File: src/ctsi_div.sv
// Pipelined restoring divider: one quotient bit per stage, side data travels along.
module ctsi_div #(
  parameter int NUM_W  = 36,
  parameter int DEN_W  = 13,
  parameter int SIDE_W = 1
) (
  input  logic              clk,
  input  logic              rst_n,
  input  logic              en,
  input  logic              in_valid,
  input  logic [NUM_W-1:0]  in_num,
  input  logic [DEN_W-1:0]  in_den,
  input  logic [SIDE_W-1:0] in_side,
  output logic              out_valid,
  output logic [NUM_W-1:0]  out_quo,
  output logic [DEN_W-1:0]  out_rem,
  output logic [SIDE_W-1:0] out_side
);

  logic [NUM_W-1:0]  word_r [NUM_W];
  logic [DEN_W-1:0]  rem_r  [NUM_W];
  logic [SIDE_W-1:0] side_r [NUM_W];
  logic              vld_r  [NUM_W];

  for (genvar i = 0; i < NUM_W; i++) begin : g_stage
    logic [NUM_W-1:0]  word_in;
    logic [DEN_W-1:0]  rem_in;
    logic [SIDE_W-1:0] side_in;
    logic              vld_in;
    logic [DEN_W:0]    trial;
    logic              ge;
    logic [DEN_W-1:0]  rem_nxt;
    logic [NUM_W-1:0]  word_nxt;

    if (i == 0) begin : g_first
      assign word_in = in_num;
      assign rem_in  = '0;
      assign side_in = in_side;
      assign vld_in  = in_valid;
    end else begin : g_next
      assign word_in = word_r[i-1];
      assign rem_in  = rem_r[i-1];
      assign side_in = side_r[i-1];
      assign vld_in  = vld_r[i-1];
    end

    // shift in the next dividend bit, subtract where it fits
    always_comb begin
      trial    = {rem_in, word_in[NUM_W-1]};
      ge       = (trial >= {1'b0, in_den});
      rem_nxt  = ge ? DEN_W'(trial - {1'b0, in_den}) : DEN_W'(trial);
      word_nxt = {word_in[NUM_W-2:0], ge};
    end

    always_ff @(posedge clk) begin
      if (!rst_n) begin
        vld_r[i] <= 1'b0;
      end else if (en) begin
        vld_r[i] <= vld_in;
      end
    end

    always_ff @(posedge clk) begin
      if (en) begin
        word_r[i] <= word_nxt;
        rem_r[i]  <= rem_nxt;
        side_r[i] <= side_in;
      end
    end
  end

  assign out_valid = vld_r[NUM_W-1];
  assign out_quo   = word_r[NUM_W-1];
  assign out_rem   = rem_r[NUM_W-1];
  assign out_side  = side_r[NUM_W-1];

endmodule

File: config.mk
export PLATFORM = sky130hd
export DESIGN_NAME = ctsi_div
export DESIGN_NICKNAME = d
export VERILOG_FILES = /design/src/ctsi_div.sv
export SDC_FILE = /design/constraint.sdc
export NUM_CORES = 2
export LEC_CHECK = 0
export BUFFER_PORTS_ARGS = -buffer_cell sky130_fd_sc_hd__buf_2
export CORE_MARGIN = 4
export CORE_UTILIZATION = 30
export CTS_CLUSTER_DIAMETER = 60
export CTS_CLUSTER_SIZE = 28
export DETAILED_ROUTE_END_ITERATION = 8
export PLACE_DENSITY = 0.52
export REMOVE_ABC_BUFFERS = 1
export SLEW_MARGIN = 20
export SYNTH_ARGS = -nofsm -noshare
export SYNTH_HDL_FRONTEND = slang
export SYNTH_SLANG_ARGS = --single-unit
File: constraint.sdc
create_clock -name clk -period 4.5 [get_ports clk]
set_clock_uncertainty 0.1 [all_clocks]
set_input_delay 0.45 -clock clk [delete_from_list [all_inputs] [get_ports clk]]
set_output_delay 0.45 -clock clk [all_outputs]
set_load 0.005 [all_outputs]
==> flow_summary.rst <==
.. list-table::
   :header-rows: 1

   * - Metric
     - Value
   * - Status
     - completed
   * - Leakage power
     - 34.7 nW
   * - Fmax
     - 302 MHz
   * - Count of clock tree sinks
     - 1836
   * - Core Footprint
     - 272000 um2
   * - Worst Max-Slew Pin Slew
     - 1020 ps
   * - Detailed-route via count
     - 44100
   * - Yosys warnings
     - 0
   * - Critical path peak fanout
     - 12
   * - Area growth syn-to-layout
     - 15.7%
   * - Worst hold path class
     - input port to flop
   * - Number of flops mapped to enable cells by yosys
     - 1835
   * - Sequential cell area
     - 55100 um2
   * - Post-place instance area
     - 88100 um2
   * - Initial antenna violation count
     - 3
   * - Syn Area/Cell
     - 15.5 um2
   * - Clock insertion delay at the later pin of the skew report
     - 860 ps
   * - Clk slew on worst S/H paths
     - 80 ps
   * - Largest net degree at the start of global routing
     - 159
   * - Fin crit share
     - 73.6%
   * - IO Count
     - 105
   * - Maxcap violations
     - 0
   * - Unique cell type count in the Yosys netlist
     - 81
   * - Total power density per cell area
     - 665 nW/um2
   * - Iteration-0 DRC count of the detailed router
     - 2808
   * - Leading area contributor after synthesis
     - sky130_fd_sc_hd__edfxtp_1
   * - Number of CTS-inserted buffers
     - 185
   * - Hold Path Cell Cnt
     - 4
   * - Post-synthesis instance area
     - 82200 um2
   * - Final weighted congestion in routability-driven placement
     - 0.827
   * - Area enclosed by the die boundary
     - 282000 um2
   * - Share of the synthesized area in the top cell type
     - 67.0%
   * - Post-synthesis cell count
     - 5303
   * - Crit path time final
     - 3310 ps
   * - Flip-flop and latch count after synthesis
     - 1836
   * - Classification of the worst setup path
     - flop to flop
   * - CTS tree
     - built
   * - Final WL
     - 159000 um
   * - Total gr overflow
     - 0
   * - Worst Path Arrival
     - 3760 ps
   * - Average wire per standard cell
     - 16.9 um
   * - Maximum clock path buffer count
     - 4
   * - Tot GR Track Use
     - 11.0%
   * - HPWL after detailed placement
     - 102000 um
   * - CP Launch Type
     - flop
   * - Number of DRC violations after detailed routing
     - 0
   * - Final setup vio count
     - 0
   * - Horiz. Die Dim
     - 531 um
   * - Height of the die
     - 531 um
   * - Ranking of synthesized cells by area
     - sky130_fd_sc_hd__edfxtp_1 (67%), sky130_fd_sc_hd__ha_1 (7.0%), sky130_fd_sc_hd__mux2_2 (4.8%), sky130_fd_sc_hd__xnor2_1 (1.9%), sky130_fd_sc_hd__a21oi_1 (1.4%)
   * - Count of buffers inserted at the top-level ports
     - 104
   * - Number of global-route vias before repair
     - 44500
   * - Fillers
     - 25800
   * - Number of placement rows
     - 191
   * - Worst path required time
     - 4950 ps
   * - Total count of hold-check failures in the final report
     - 0
   * - Average via count per standard cell
     - 4.69
   * - Fraction of layout cells with a size suffix above 1
     - 16.7%
   * - Final nets
     - 6229
   * - Register area share after synthesis
     - 67.0%
   * - Async set-or-reset flop fraction in the synthesized netlist
     - 0%
   * - Antenna-violating nets left
     - 0
   * - Normalized max-slew margin
     - 31.7%
   * - Top_reg_cell synth
     - sky130_fd_sc_hd__edfxtp_1
   * - Effective utilization at floorplan
     - 30.3%
   * - Worst-case reg-to-reg path depth
     - 11
   * - Slew Viols, Final
     - 0
   * - First-pass GRT wire length
     - 251000 um
   * - Crit end category
     - flop
   * - Unrepaired setup endpoints after global routing
     - no
   * - Antenna Cells
     - 0
   * - Cell area after layout
     - 95100 um2
   * - Worst vdd ir
     - 0.000399 V
   * - Clk root buf
     - sky130_fd_sc_hd__clkbuf_16
   * - Multi-input gate area in the final layout
     - 26000 um2
   * - H-tree level count
     - 4
   * - Fin Setup TNS
     - 0 ps
   * - Initial DRT Pass Iterations
     - 5
==> synthesized netlist by cell type, types with 9 or more instances <==
cell type                  number
sky130_fd_sc_hd__a211oi_1      52
sky130_fd_sc_hd__a21boi_0      45
sky130_fd_sc_hd__a21o_1       137
sky130_fd_sc_hd__a21oi_1      234
sky130_fd_sc_hd__a221o_1       24
sky130_fd_sc_hd__a221oi_1      10
sky130_fd_sc_hd__a22o_1        14
sky130_fd_sc_hd__a311oi_1      10
sky130_fd_sc_hd__a31oi_1       22
sky130_fd_sc_hd__and2_1        32
sky130_fd_sc_hd__and3_1        75
sky130_fd_sc_hd__buf_2         12
sky130_fd_sc_hd__buf_4         13
sky130_fd_sc_hd__clkbuf_1      35
sky130_fd_sc_hd__edfxtp_1    1835
sky130_fd_sc_hd__fa_1          35
sky130_fd_sc_hd__ha_1         457
sky130_fd_sc_hd__inv_1        177
sky130_fd_sc_hd__mux2_2       347
sky130_fd_sc_hd__mux2i_1       91
sky130_fd_sc_hd__nand2_1      177
sky130_fd_sc_hd__nand2b_1      50
sky130_fd_sc_hd__nand3_1       44
sky130_fd_sc_hd__nand4_1       65
sky130_fd_sc_hd__nor2_1       221
sky130_fd_sc_hd__nor2b_1       94
sky130_fd_sc_hd__nor3_1        96
sky130_fd_sc_hd__nor4_1        16
sky130_fd_sc_hd__nor4_4        12
sky130_fd_sc_hd__o211ai_1      32
sky130_fd_sc_hd__o21a_1        93
sky130_fd_sc_hd__o21ai_0      192
sky130_fd_sc_hd__o21ai_1       14
sky130_fd_sc_hd__o21bai_1      13
sky130_fd_sc_hd__o311ai_0       9
sky130_fd_sc_hd__o31a_1        28
sky130_fd_sc_hd__o31ai_1       29
sky130_fd_sc_hd__or2_2         23
sky130_fd_sc_hd__or3_1         23
sky130_fd_sc_hd__xnor2_1      177
sky130_fd_sc_hd__xor2_1       120
==> stage by stage <==
stage          cells  power, mW  setup slack, ps  utilization, %  hold WS [ps]
6_report        9399       63.2             1190            35.0           131
2_1_floorplan   5235       41.3              384               -           300
3_5_place_dp    9026       47.1              250            32.4           305
3_3_place_gp    9026       46.8              304            32.4           301
4_1_cts         9399       64.2             1140            35.0          50.4
5_1_grt         9399       67.6             1010            35.0          84.0
==> registers in the layout (all words and copies together) (netlist names) <==
register	cells
word_r	1296
rem_r	468
side_r	36
vld_r	36
==> report_power, final <==
group	internal, mW	total [mW]	switching [mW]	leakage, nW
sequential	23.3	25.1	1.77	18.0
combinational	10.7	21.7	11.0	13.6
clock	8.78	16.4	7.66	3.17
total	42.9	63.2	20.4	34.7
==> critical path, stage by stage, from the launching register on <==
cell and delay, ps:
sky130_fd_sc_hd__edfxtp_1 470, sky130_fd_sc_hd__inv_1 110, sky130_fd_sc_hd__ha_1 180, sky130_fd_sc_hd__fa_1 210, sky130_fd_sc_hd__nor2b_1 50, sky130_fd_sc_hd__o21ai_0 210
sky130_fd_sc_hd__nand2_1 120, sky130_fd_sc_hd__a311oi_1 420, sky130_fd_sc_hd__a21oi_1 170, sky130_fd_sc_hd__nor4_4 290, sky130_fd_sc_hd__buf_4 280, sky130_fd_sc_hd__mux2_2 360
==> placed cells by master (no fill, tap or decap), types with 35 or more instances in the layout <==
cell                            netlist  routed
sky130_fd_sc_hd__nor2b_1             94      94
sky130_fd_sc_hd__and3_1              75      75
sky130_fd_sc_hd__nand4_1             65      65
sky130_fd_sc_hd__nand2_1            177     177
sky130_fd_sc_hd__mux2_2             347     347
sky130_fd_sc_hd__nor3_1              96      96
sky130_fd_sc_hd__o21ai_0            192     191
sky130_fd_sc_hd__xor2_1             120     120
sky130_fd_sc_hd__a211oi_1            52      52
sky130_fd_sc_hd__buf_4               13      88
sky130_fd_sc_hd__xnor2_1            177     177
sky130_fd_sc_hd__mux2i_1             91      91
sky130_fd_sc_hd__dlygate4sd3_1        0      40
sky130_fd_sc_hd__o21a_1              93      93
sky130_fd_sc_hd__a21oi_1            234     234
sky130_fd_sc_hd__nand2b_1            50      50
sky130_fd_sc_hd__clkbuf_16            0     189
sky130_fd_sc_hd__a21boi_0            45      45
sky130_fd_sc_hd__ha_1               457     457
sky130_fd_sc_hd__buf_2               12     101
sky130_fd_sc_hd__a21o_1             137     137
sky130_fd_sc_hd__nand3_1             44      44
sky130_fd_sc_hd__edfxtp_1          1835    1835
sky130_fd_sc_hd__inv_1              177     165
sky130_fd_sc_hd__fa_1                35      35
sky130_fd_sc_hd__nor2_1             221     221
==> metal layers <==
metal	vias up	track usage [%]	part of all wire (%)
met1	21600	15.1	47
met4	0	3.13	2.8
met5	-	0	0
met3	273	2.16	4.3
li1	21500	-	-
met2	725	17.6	46
==> timing repair <==
item | 4_1_cts | 5_1_grt
resized for setup | 0 | 0
hold endpoints to repair | 76 | 0
endpoints found under the setup margin | 0 | 0
setup buffers | 0 | 0
hold buffers | 40 | 0
==> path summary, 6_finish.rpt <==
| check | slack [ps] | to | start |
|---|---|---|---|
| worst max-delay path | 1190 | rem_r[4][32] | word_r[4][71] |
| worst min-delay path | 130 | rem_r[0][10] | in_den[3] |
| worst max register to register | 1190 | rem_r[4][32] | word_r[4][71] |
| worst min register to register | 250 | word_r[5][102] | word_r[5][65] |
==> cell families (layout without fill, tap and decap cells) <==
| kind of cell | after synthesis | in the layout | share of synthesized area [%] |
|---|---|---|---|
| xor gates and xnor gates | 297 | 297 | 3.16 |
| buffers and inverters | 245 | 771 | 1.27 |
| and+or+nand+nor | 951 | 951 | 6.11 |
| AOI/OAI and AO/OA | 1038 | 1038 | 8.63 |
| muxes | 444 | 444 | 5.97 |
| adders and majority gates | 492 | 492 | 7.81 |
| DFF | 1836 | 1836 | 67.0 |
==> cell type report <==
type / instances / area share [%]
sequential: 1836 / 58.0
multi-input combinational: 3222 / 27.4
clock buffer: 197 / 5.00
tap: 3570 / 4.70
timing repair buffer: 261 / 2.32
clock inverter: 136 / 1.95
inverter: 177 / 0.700
No activity file was read; power rests on OpenSTA's default activity.
